**src/design/ctq_pkg.sv**
```systemverilog
// ctq_pkg: shared types and constants of the capacitive touch qualifier
// request codes, result codes, register indexes, command characters, reset values
// no dependencies
`timescale 1ns / 1ps

package ctq_pkg;

    // request kinds
    localparam logic [1:0] REQ_MEAS  = 2'd0;
    localparam logic [1:0] REQ_CALIB = 2'd1;
    localparam logic [1:0] REQ_CMD   = 2'd2;

    // edge codes
    localparam logic [1:0] EDGE_NONE    = 2'd0;
    localparam logic [1:0] EDGE_PRESS   = 2'd1;
    localparam logic [1:0] EDGE_RELEASE = 2'd2;

    // configuration register indexes
    localparam int          CFG_IDX_W     = 2;
    localparam int          CFG_DATA_W    = 16;
    localparam logic [1:0]  CFG_DELTA     = 2'd0;
    localparam logic [1:0]  CFG_DEBOUNCE  = 2'd1;
    localparam logic [1:0]  CFG_MIN_THR   = 2'd2;
    localparam logic [1:0]  CFG_MAX_THR   = 2'd3;

    // configuration reset values
    localparam logic [15:0] DELTA_RST     = 16'd100;
    localparam logic [7:0]  DEBOUNCE_RST  = 8'd1;
    localparam logic [15:0] MIN_THR_RST   = 16'd100;
    localparam logic [15:0] MAX_THR_RST   = 16'd5000;

    // command line characters and layout
    localparam logic [7:0]  CH_T          = 8'h54;
    localparam logic [7:0]  CH_H          = 8'h48;
    localparam logic [7:0]  CH_R          = 8'h52;
    localparam logic [7:0]  CH_COLON      = 8'h3A;
    localparam logic [7:0]  CH_NEWLINE    = 8'h0A;
    localparam logic [7:0]  CH_ZERO       = 8'h30;
    localparam logic [7:0]  CH_NINE       = 8'h39;
    localparam int          POS_T         = 0;
    localparam int          POS_H         = 1;
    localparam int          POS_R         = 2;
    localparam int          POS_COLON     = 9;
    localparam int          POS_DIGITS    = 10;
    localparam int          NUM_W         = 17;
    localparam logic [16:0] NUM_SAT       = 17'h1FFFF;

    // per-item results of the sub-units
    typedef struct packed {
        logic        raw;
        logic        stable;
        logic [1:0]  edge_code;
    } t_deb_res;

    typedef struct packed {
        logic        done;
        logic [15:0] thr;
    } t_cal_res;

    typedef struct packed {
        logic        ack;
        logic [15:0] thr;
    } t_cmd_res;

endpackage

```
**src/design/capacitive_touch_qualifier_unit.sv**
```systemverilog
// capacitive_touch_qualifier_unit: top level with input word register, threshold,
// configuration registers and result register; uses ctq_pkg, ctq_debounce,
// ctq_calib and ctq_cmd_parser
`timescale 1ns / 1ps

// Usage
//   Input channel (i_valid / o_ready) carries one word: a measurement count, a
//   calibration count or one command character, chosen by i_req_type. Every
//   word gives exactly one result word on the output channel (o_valid / i_ready).
//   Configuration writes (i_cfg_valid / o_cfg_ready, always ready) set delta,
//   debounce count and the command threshold bounds; write them only when the
//   block holds no word in flight.
// Flow and throughput
//   A word is captured in the input register and processed combinationally
//   into the result register once that register is empty or its word is taken.
//   One word per cycle is sustained while i_ready is high; o_ready depends
//   on i_ready only while both registers are full.
//   The calibration average uses one combinational reciprocal multiply.
// Reset
//   i_rst_n (synchronous, low) clears the pipeline, the debounce and calibration
//   state, the command line and the threshold, and loads register defaults.
// Stall
//   While i_ready is low the result holds; the input register still takes one
//   more word, then o_ready drops until the result is taken.
module capacitive_touch_qualifier_unit #(
    parameter int CALIB_SAMPLES = 50,
    parameter int LINE_CHARS    = 15
) (
    input  logic                             i_clk,
    input  logic                             i_rst_n,
    // input words
    input  logic                             i_valid,
    output logic                             o_ready,
    input  logic [1:0]                       i_req_type,
    input  logic [15:0]                      i_sample,
    input  logic [7:0]                       i_rx_byte,
    // result words
    output logic                             o_valid,
    input  logic                             i_ready,
    output logic                             o_below_thr,
    output logic                             o_touch_state,
    output logic [1:0]                       o_edge_res,
    output logic [15:0]                      o_threshold,
    output logic                             o_ack,
    output logic                             o_cal_complete,
    // configuration writes
    input  logic                             i_cfg_valid,
    output logic                             o_cfg_ready,
    input  logic [ctq_pkg::CFG_IDX_W-1:0]    i_cfg_index,
    input  logic [ctq_pkg::CFG_DATA_W-1:0]   i_cfg_data
);
    import ctq_pkg::*;

    logic        r_s1_valid;
    logic [1:0]  r_s1_type;
    logic [15:0] r_s1_sample;
    logic [7:0]  r_s1_byte;
    logic [15:0] r_thr;
    logic [15:0] r_delta;
    logic [7:0]  r_debounce;
    logic [15:0] r_min_thr;
    logic [15:0] r_max_thr;
    logic        r_out_valid;
    logic        r_raw;
    logic        r_stable;
    logic [1:0]  r_edge;
    logic [15:0] r_out_thr;
    logic        r_ack;
    logic        r_done;
    logic [15:0] n_thr;
    logic        adv;
    logic        calib_busy;
    t_deb_res    deb_res;
    t_cal_res    cal_res;
    t_cmd_res    cmd_res;

    // pipeline flow
    assign adv         = r_s1_valid && (!r_out_valid || i_ready);
    assign o_ready     = !r_s1_valid || adv;
    assign o_cfg_ready = 1'b1;

    // input word register
    always_ff @(posedge i_clk) begin
        if (!i_rst_n) begin
            r_s1_valid <= 1'b0;
        end else if (o_ready) begin
            r_s1_valid <= i_valid;
        end
    end

    always_ff @(posedge i_clk) begin
        if (i_valid && o_ready) begin
            r_s1_type   <= i_req_type;
            r_s1_sample <= i_sample;
            r_s1_byte   <= i_rx_byte;
        end
    end

    // configuration registers
    always_ff @(posedge i_clk) begin
        if (!i_rst_n) begin
            r_delta    <= DELTA_RST;
            r_debounce <= DEBOUNCE_RST;
            r_min_thr  <= MIN_THR_RST;
            r_max_thr  <= MAX_THR_RST;
        end else if (i_cfg_valid) begin
            unique case (i_cfg_index)
                CFG_DELTA:    r_delta    <= i_cfg_data;
                CFG_DEBOUNCE: r_debounce <= i_cfg_data[7:0];
                CFG_MIN_THR:  r_min_thr  <= i_cfg_data;
                CFG_MAX_THR:  r_max_thr  <= i_cfg_data;
            endcase
        end
    end

    ctq_debounce u_debounce (
        .i_clk            (i_clk),
        .i_rst_n          (i_rst_n),
        .i_active         (r_s1_type == REQ_MEAS),
        .i_adv            (adv),
        .i_sample         (r_s1_sample),
        .i_threshold      (r_thr),
        .i_debounce_count (r_debounce),
        .o_res            (deb_res)
    );

    ctq_calib #(
        .CALIB_SAMPLES (CALIB_SAMPLES)
    ) u_calib (
        .i_clk    (i_clk),
        .i_rst_n  (i_rst_n),
        .i_active (r_s1_type == REQ_CALIB),
        .i_adv    (adv),
        .i_sample (r_s1_sample),
        .i_delta  (r_delta),
        .o_busy   (calib_busy),
        .o_res    (cal_res)
    );

    ctq_cmd_parser #(
        .LINE_CHARS (LINE_CHARS)
    ) u_cmd (
        .i_clk           (i_clk),
        .i_rst_n         (i_rst_n),
        .i_active        (r_s1_type == REQ_CMD),
        .i_adv           (adv),
        .i_rx_byte       (r_s1_byte),
        .i_calibrating   (calib_busy),
        .i_min_threshold (r_min_thr),
        .i_max_threshold (r_max_thr),
        .o_res           (cmd_res)
    );

    // threshold after this word
    always_comb begin
        n_thr = r_thr;
        if (cal_res.done) begin
            n_thr = cal_res.thr;
        end else if (cmd_res.ack) begin
            n_thr = cmd_res.thr;
        end
    end

    always_ff @(posedge i_clk) begin
        if (!i_rst_n) begin
            r_thr <= 16'd0;
        end else if (adv) begin
            r_thr <= n_thr;
        end
    end

    // result register
    always_ff @(posedge i_clk) begin
        if (!i_rst_n) begin
            r_out_valid <= 1'b0;
        end else if (adv) begin
            r_out_valid <= 1'b1;
        end else if (i_ready) begin
            r_out_valid <= 1'b0;
        end
    end

    always_ff @(posedge i_clk) begin
        if (adv) begin
            r_raw     <= deb_res.raw;
            r_stable  <= deb_res.stable;
            r_edge    <= deb_res.edge_code;
            r_out_thr <= n_thr;
            r_ack     <= cmd_res.ack;
            r_done    <= cal_res.done;
        end
    end

    assign o_valid        = r_out_valid;
    assign o_below_thr    = r_raw;
    assign o_touch_state  = r_stable;
    assign o_edge_res     = r_edge;
    assign o_threshold    = r_out_thr;
    assign o_ack          = r_ack;
    assign o_cal_complete = r_done;

endmodule

```
**src/design/ctq_debounce.sv**
```systemverilog
// ctq_debounce: threshold compare, debounce counter and edge report
// depends on ctq_pkg
`timescale 1ns / 1ps

module ctq_debounce (
    input  logic              i_clk,
    input  logic              i_rst_n,
    input  logic              i_active,
    input  logic              i_adv,
    input  logic [15:0]       i_sample,
    input  logic [15:0]       i_threshold,
    input  logic [7:0]        i_debounce_count,
    output ctq_pkg::t_deb_res o_res
);
    import ctq_pkg::*;

    logic       r_prev_raw;
    logic       r_stable;
    logic [7:0] r_ctr;
    logic       n_prev_raw;
    logic       n_stable;
    logic [7:0] n_ctr;
    logic       raw;

    // next debounce state for a measurement word
    always_comb begin
        raw        = (i_sample < i_threshold);
        n_prev_raw = r_prev_raw;
        n_stable   = r_stable;
        n_ctr      = r_ctr;
        if (raw != r_prev_raw) begin
            n_ctr      = 8'd0;
            n_prev_raw = raw;
        end else begin
            if (r_ctr != 8'hFF) begin
                n_ctr = r_ctr + 8'd1;
            end
            if (n_ctr >= i_debounce_count) begin
                n_stable = raw;
            end
        end
    end

    // result of this word
    always_comb begin
        o_res.raw       = i_active & raw;
        o_res.stable    = i_active ? n_stable : r_stable;
        o_res.edge_code = EDGE_NONE;
        if (i_active && n_stable && !r_stable) begin
            o_res.edge_code = EDGE_PRESS;
        end else if (i_active && !n_stable && r_stable) begin
            o_res.edge_code = EDGE_RELEASE;
        end
    end

    // state update
    always_ff @(posedge i_clk) begin
        if (!i_rst_n) begin
            r_prev_raw <= 1'b0;
            r_stable   <= 1'b0;
            r_ctr      <= 8'd0;
        end else if (i_adv && i_active) begin
            r_prev_raw <= n_prev_raw;
            r_stable   <= n_stable;
            r_ctr      <= n_ctr;
        end
    end

endmodule

```
**src/design/ctq_calib.sv**
```systemverilog
// ctq_calib: calibration accumulator, average by reciprocal multiply, delta offset
// depends on ctq_pkg
`timescale 1ns / 1ps

module ctq_calib #(
    parameter int CALIB_SAMPLES = 50
) (
    input  logic              i_clk,
    input  logic              i_rst_n,
    input  logic              i_active,
    input  logic              i_adv,
    input  logic [15:0]       i_sample,
    input  logic [15:0]       i_delta,
    output logic              o_busy,
    output ctq_pkg::t_cal_res o_res
);
    import ctq_pkg::*;

    localparam int CNT_W  = $clog2(CALIB_SAMPLES + 1);
    localparam int SUM_W  = 16 + CNT_W;
    localparam int SHIFT  = SUM_W + CNT_W;
    localparam int MULT_W = SHIFT + 1;
    localparam logic [MULT_W-1:0] MULT =
        MULT_W'(((64'd1 << SHIFT) + 64'(CALIB_SAMPLES) - 64'd1) / 64'(CALIB_SAMPLES));
    localparam logic [CNT_W-1:0] LAST = CNT_W'(CALIB_SAMPLES);

    logic [SUM_W-1:0]        r_sum;
    logic [CNT_W-1:0]        r_seen;
    logic [SUM_W-1:0]        n_sum;
    logic [CNT_W-1:0]        n_seen;
    logic [SUM_W+MULT_W-1:0] prod;
    logic [15:0]             avg;
    logic                    full;

    // running sum and truncating average (exact for every reachable sum)
    always_comb begin
        n_sum  = r_sum + SUM_W'(i_sample);
        n_seen = r_seen + CNT_W'(1);
        full   = (n_seen == LAST);
        prod   = (SUM_W+MULT_W)'(n_sum) * (SUM_W+MULT_W)'(MULT);
        avg    = prod[SHIFT +: 16];
    end

    assign o_busy    = (r_seen != '0);
    assign o_res.done = i_active & full;
    assign o_res.thr  = (avg > i_delta) ? (avg - i_delta) : 16'd0;

    // accumulator state
    always_ff @(posedge i_clk) begin
        if (!i_rst_n) begin
            r_sum  <= '0;
            r_seen <= '0;
        end else if (i_adv && i_active) begin
            if (full) begin
                r_sum  <= '0;
                r_seen <= '0;
            end else begin
                r_sum  <= n_sum;
                r_seen <= n_seen;
            end
        end
    end

endmodule

```
**src/design/ctq_cmd_parser.sv**
```systemverilog
// ctq_cmd_parser: command line scanner for "THR" + six chars + ':' + digits
// depends on ctq_pkg
`timescale 1ns / 1ps

module ctq_cmd_parser #(
    parameter int LINE_CHARS = 15
) (
    input  logic              i_clk,
    input  logic              i_rst_n,
    input  logic              i_active,
    input  logic              i_adv,
    input  logic [7:0]        i_rx_byte,
    input  logic              i_calibrating,
    input  logic [15:0]       i_min_threshold,
    input  logic [15:0]       i_max_threshold,
    output ctq_pkg::t_cmd_res o_res
);
    import ctq_pkg::*;

    localparam int POS_W = $clog2(LINE_CHARS + 1);

    logic [POS_W-1:0] r_pos;
    logic             r_hdr_ok;
    logic [NUM_W-1:0] r_num;
    logic             r_digits_end;
    logic [POS_W-1:0] n_pos;
    logic             n_hdr_ok;
    logic [NUM_W-1:0] n_num;
    logic             n_digits_end;
    logic             is_nl;
    logic             is_digit;
    logic [NUM_W+3:0] num_x10;

    // next line state for one received character
    always_comb begin
        is_nl        = (i_rx_byte == CH_NEWLINE);
        is_digit     = (i_rx_byte >= CH_ZERO) && (i_rx_byte <= CH_NINE);
        num_x10      = ({r_num, 3'b000} + {2'b00, r_num, 1'b0})
                       + (NUM_W+4)'(i_rx_byte - CH_ZERO);
        n_pos        = r_pos;
        n_hdr_ok     = r_hdr_ok;
        n_num        = r_num;
        n_digits_end = r_digits_end;
        if (is_nl) begin
            n_pos        = '0;
            n_hdr_ok     = 1'b1;
            n_num        = '0;
            n_digits_end = 1'b0;
        end else if (r_pos < POS_W'(LINE_CHARS)) begin
            if ((r_pos == POS_W'(POS_T)     && i_rx_byte != CH_T) ||
                (r_pos == POS_W'(POS_H)     && i_rx_byte != CH_H) ||
                (r_pos == POS_W'(POS_R)     && i_rx_byte != CH_R) ||
                (r_pos == POS_W'(POS_COLON) && i_rx_byte != CH_COLON)) begin
                n_hdr_ok = 1'b0;
            end
            if (r_pos >= POS_W'(POS_DIGITS) && !r_digits_end) begin
                if (is_digit) begin
                    n_num = (num_x10 > (NUM_W+4)'(NUM_SAT)) ? NUM_SAT
                                                            : num_x10[NUM_W-1:0];
                end else begin
                    n_digits_end = 1'b1;
                end
            end
            n_pos = r_pos + POS_W'(1);
        end
    end

    // line accepted at its newline
    assign o_res.ack = i_active && is_nl && !i_calibrating &&
                       (r_pos >= POS_W'(POS_DIGITS)) && r_hdr_ok &&
                       (r_num > NUM_W'(i_min_threshold)) &&
                       (r_num < NUM_W'(i_max_threshold));
    assign o_res.thr = r_num[15:0];

    // line state
    always_ff @(posedge i_clk) begin
        if (!i_rst_n) begin
            r_pos        <= '0;
            r_hdr_ok     <= 1'b1;
            r_num        <= '0;
            r_digits_end <= 1'b0;
        end else if (i_adv && i_active) begin
            r_pos        <= n_pos;
            r_hdr_ok     <= n_hdr_ok;
            r_num        <= n_num;
            r_digits_end <= n_digits_end;
        end
    end

endmodule
```
**config.mk**
```make
export PLATFORM = sky130hd
export DESIGN_NAME = capacitive_touch_qualifier_unit
export DESIGN_NICKNAME = d
export VERILOG_FILES = /design/src/design/ctq_pkg.sv /design/src/design/capacitive_touch_qualifier_unit.sv /design/src/design/ctq_debounce.sv /design/src/design/ctq_calib.sv /design/src/design/ctq_cmd_parser.sv
export SDC_FILE = /design/constraint.sdc
export NUM_CORES = 1
export LEC_CHECK = 0
export BUFFER_PORTS_ARGS = -buffer_cell sky130_fd_sc_hd__clkbuf_2
export CORE_AREA = 2 2 196 198
export DETAILED_ROUTE_END_ITERATION = 7
export DIE_AREA = 0 0 198 200
export HOLD_SLACK_MARGIN = 0.06
export PLACE_DENSITY_LB_ADDON = 0.05
export SLEW_MARGIN = 20
export SYNTH_ARGS = -nofsm -noshare
export SYNTH_HDL_FRONTEND = slang
export SYNTH_SLANG_ARGS = --single-unit
```
**constraint.sdc**
```tcl
create_clock -name i_clk -period 20.5 [get_ports i_clk]
set_clock_uncertainty 0.1 [all_clocks]
set_input_delay 3.075 -clock i_clk [delete_from_list [all_inputs] [get_ports i_clk]]
set_output_delay 3.075 -clock i_clk [all_outputs]
set_load 0.03 [all_outputs]
```
==> results <==
- At the pin with the least slew margin, the transition time is 1090 ps.
- The number of clock sinks is roughly 180.
- The deepest level of the CTS H-tree is 4.
- The detailed-route wire length per cell is 19.7 um.
- The number of max-slew violations in the final report is 0.
- The number of buffers between clock root and the deepest sink is 2.
- Based on the critical path, the design can be clocked at up to 87.5 MHz.
- The class of the most critical hold timing path is register to register.
- The kind of capture point of the worst setup path is a register.
- The number of antenna diodes is 0.
- The first detailed-routing pass took 6 iterations.
- The half-perimeter wire length after detailed placement is 45.5 mm.
- The class of the most critical setup path is register to register.
- After clock tree synthesis, the flow added hold-fix buffers numbering 0.
- The final net count is between 2000 and 3000.
- The final number of hold-violating endpoints is 0.
- Cells with a size suffix above 1 make up a little under 7% of the layout.
- The commonest register cell after synthesis is dfxtp_1.
- The first routing iteration left 878 violations.
- The post-cts sizing count is 0.
- The number of flops mapped to enable cells by yosys is 48.
- Summing all placed instances gives a cell area of 21300 um2.
- For this run, design rule violations remaining after detail routing come to 0.
- The netlist uses between 80 and 90 different library cells.
- For the finished layout, the period the worst path requires is 11430 ps.
- The highest net fanout along the worst path is 6.
- The number of top-level pins is 74.
- The run finished with clean final reports.
- The number of max-capacitance violations reported is 0.
- The number of instances in the synthesized netlist is about 2200.
- For the worst setup path, the data arrival time is about 12000 ps.
- The setup check on the worst reg-to-reg path leaves a slack of 9070 ps.
- The placeable core region is 37400 um2.
- TritonCTS built the clock tree.
- After synthesis the cells add up to 20300 um2.
- In this run the most critical hold path is launched from r_min_thr[13].
- The mean instance size in the synthesized netlist is ~9 um2.
- STA classifies the critical path startpoint as a register.
- The detail route stage leaves a number of antenna-violating nets equal to 0.
- The count of placed standard cells including taps is between 2000 and 3000.
- The number of global-route vias before repair came to 15912.
- The final weighted congestion in routability-driven placement is 0.915.
- The post-route cell area is 21900 um2.
- The buffer type at the clock tree root is clkbuf_16.
- The number of setup violations in the final report is 0.
- In this run the critical register-to-register path is launched from r_s1_sample[1].
- The global router's overall resource usage is 29.0%.
- TritonCTS created 17 clock buffers.
- The launch point of the critical path is r_s1_sample[1].
- The number of setup buffers added after CTS is 0.
- The floorplan die height is 200 um.
- The floorplan die width is 198 um.
- Relative to the synthesized area, the layout overhead comes to 7.44%.
- Counting flops and latches in the post-synthesis netlist gives 183.
- The die covers 39600 um2.
- The total routed wirelength is 55.6 mm.
- The longest individual stage delay on the worst path is 570 ps.
- Once layout is complete, the cells apart from fillers number 2816.
- The net count after synthesis is 2806.
- The starting density of the core is 54.4%.
- Measured against its own limit, the worst slew margin works out to 26.9%.
- The floorplan has 71 rows.
- The maximum number of pins on one net before global-route repair is 65.
- The sequential share of the synthesized area is 20.4%.
- The number of fillers in the final layout is 3419.
- The vias after detailed routing is 15663.
- The endpoint required time on the critical path is between 20000 and 25000 ps.
- Clock-pin slew was measured on the worst setup and hold paths at 70 ps.
- The final-layout setup total negative slack is 0 ps.
- The share of flip-flops with an asynchronous set or reset is 0%.
- The wire length of the first global-routing pass is roughly 87 mm.
- During synthesis, Yosys emitted a total of 0 warnings.
- The cell with the largest stage delay on the worst path is nor4_1.
- For the worst-skew pair, the clock arrives at the later sink with an insertion delay of roughly 440 ps.
- The final cycle utilization of the critical path is 55.7%.
- The count of buffers from port buffering is 72.
- Setup repair after global routing left no endpoint under its margin.
- The remaining global-route overflow is 0.
- The via density per instance is ~5.6.
- The initial antenna violation count is 0.
## logic make-up (layout without fill, tap and decap cells)
group / Yosys count / in the layout / synth area share [%]
AND/OR/NAND/NOR: 470 / 470 / 11.1
multiplexers: 27 / 27 / 1.35
AO/OA/AOI/OAI: 438 / 438 / 14.3
other: 1 / 1 / 0.0184
flip-flops: 183 / 183 / 20.4
XOR/XNOR: 105 / 105 / 4.52
adder cells (fa/ha/maj): 528 / 528 / 39.4
buffers and inverters: 478 / 553 / 8.95
## routing by layer
metal | routed length (um) | track usage, %
met1 | 23800 | 35.9
met2 | 27400 | 51.0
met3 | 1680 | 2.52
met5 | 0 | 0
met4 | 2710 | 14.4
## path summary, 6_finish.rpt
kind                     endpoint  cells after the start
setup / recovery  o_threshold[15]                     36
hold / removal      r_min_thr[13]                      2
setup reg to reg  o_threshold[15]                     36
hold reg to reg     r_min_thr[13]                      2
## cell type report
cell class | count | area [um2] | area share [%]
multi-input cells | 1569 | 14400 | 65.8
flip-flops and latches | 183 | 4140 | 19.0
well taps | 511 | 639 | 2.93
repair buffers | 97 | 548 | 2.51
inverters | 424 | 1590 | 7.28
clock buffers | 22 | 475 | 2.18
clock inverters | 10 | 68.8 | 0.315
## cell usage after synthesis, types with 29 or more instances
cell type    n  share of area (%)
ha_1       338                 21
dfxtp_1    135                 13
edfxtp_1    48                7.1
nand3_1     34               0.84
clkbuf_1    46               0.85
nand2_1    170                3.1
xor2_1      45                1.9
inv_1      422                7.8
a31oi_1     29               0.89
a21o_1      46                1.7
fa_1       189                 19
a21oi_1    142                3.5
xnor2_1     60                2.6
o21ai_0     65                1.6
nor2_1      98                1.8
nor3_1      29               0.71
## sequential cells by signal, summed over array words and instances (netlist names), 2 cells and up
register,cells
u_calib.r_seen,6
u_calib.r_sum,22
o_threshold,16
o_edge_res,2
r_debounce,8
r_max_thr,16
r_delta,16
u_cmd.r_num,17
r_s1_type,2
r_thr,16
u_cmd.r_pos,4
r_s1_sample,16
r_s1_byte,8
u_debounce.r_ctr,8
r_min_thr,16
## through the flow
step	util (%)	hold slack [ps]	worst slack (ps)
6_report	58.4	357	9070
5_1_grt	58.4	377	8340
4_1_cts	58.4	357	9160
3_5_place_dp	57.0	347	9200
3_3_place_gp	57.0	343	9330
2_1_floorplan	-	335	10120
## cell usage in the layout (no fill, tap or decap), drive strengths merged, types with 46 or more instances in the layout
| cell | count |
|---|---|
| a21o | 46 |
| inv | 426 |
| xnor2 | 60 |
| o21ai | 69 |
| nand2 | 170 |
| dfxtp | 135 |
| clkbuf | 94 |
| nor2 | 98 |
| edfxtp | 48 |
| fa | 189 |
| a21oi | 142 |
| ha | 338 |
## critical path: cells and delay by family, from the launching register on
family	cells	cell delay, ps
buffers and inverters	4	510
muxes	1	180
adders and majority gates	10	4280
xor gates and xnor gates	2	620
and+or+nand+nor	4	1150
AOI/OAI and AO/OA	15	3890
DFF	1	420
Power is not shown: default switching activity piles up to over one toggle a cycle in this logic, so the estimate is an artifact.
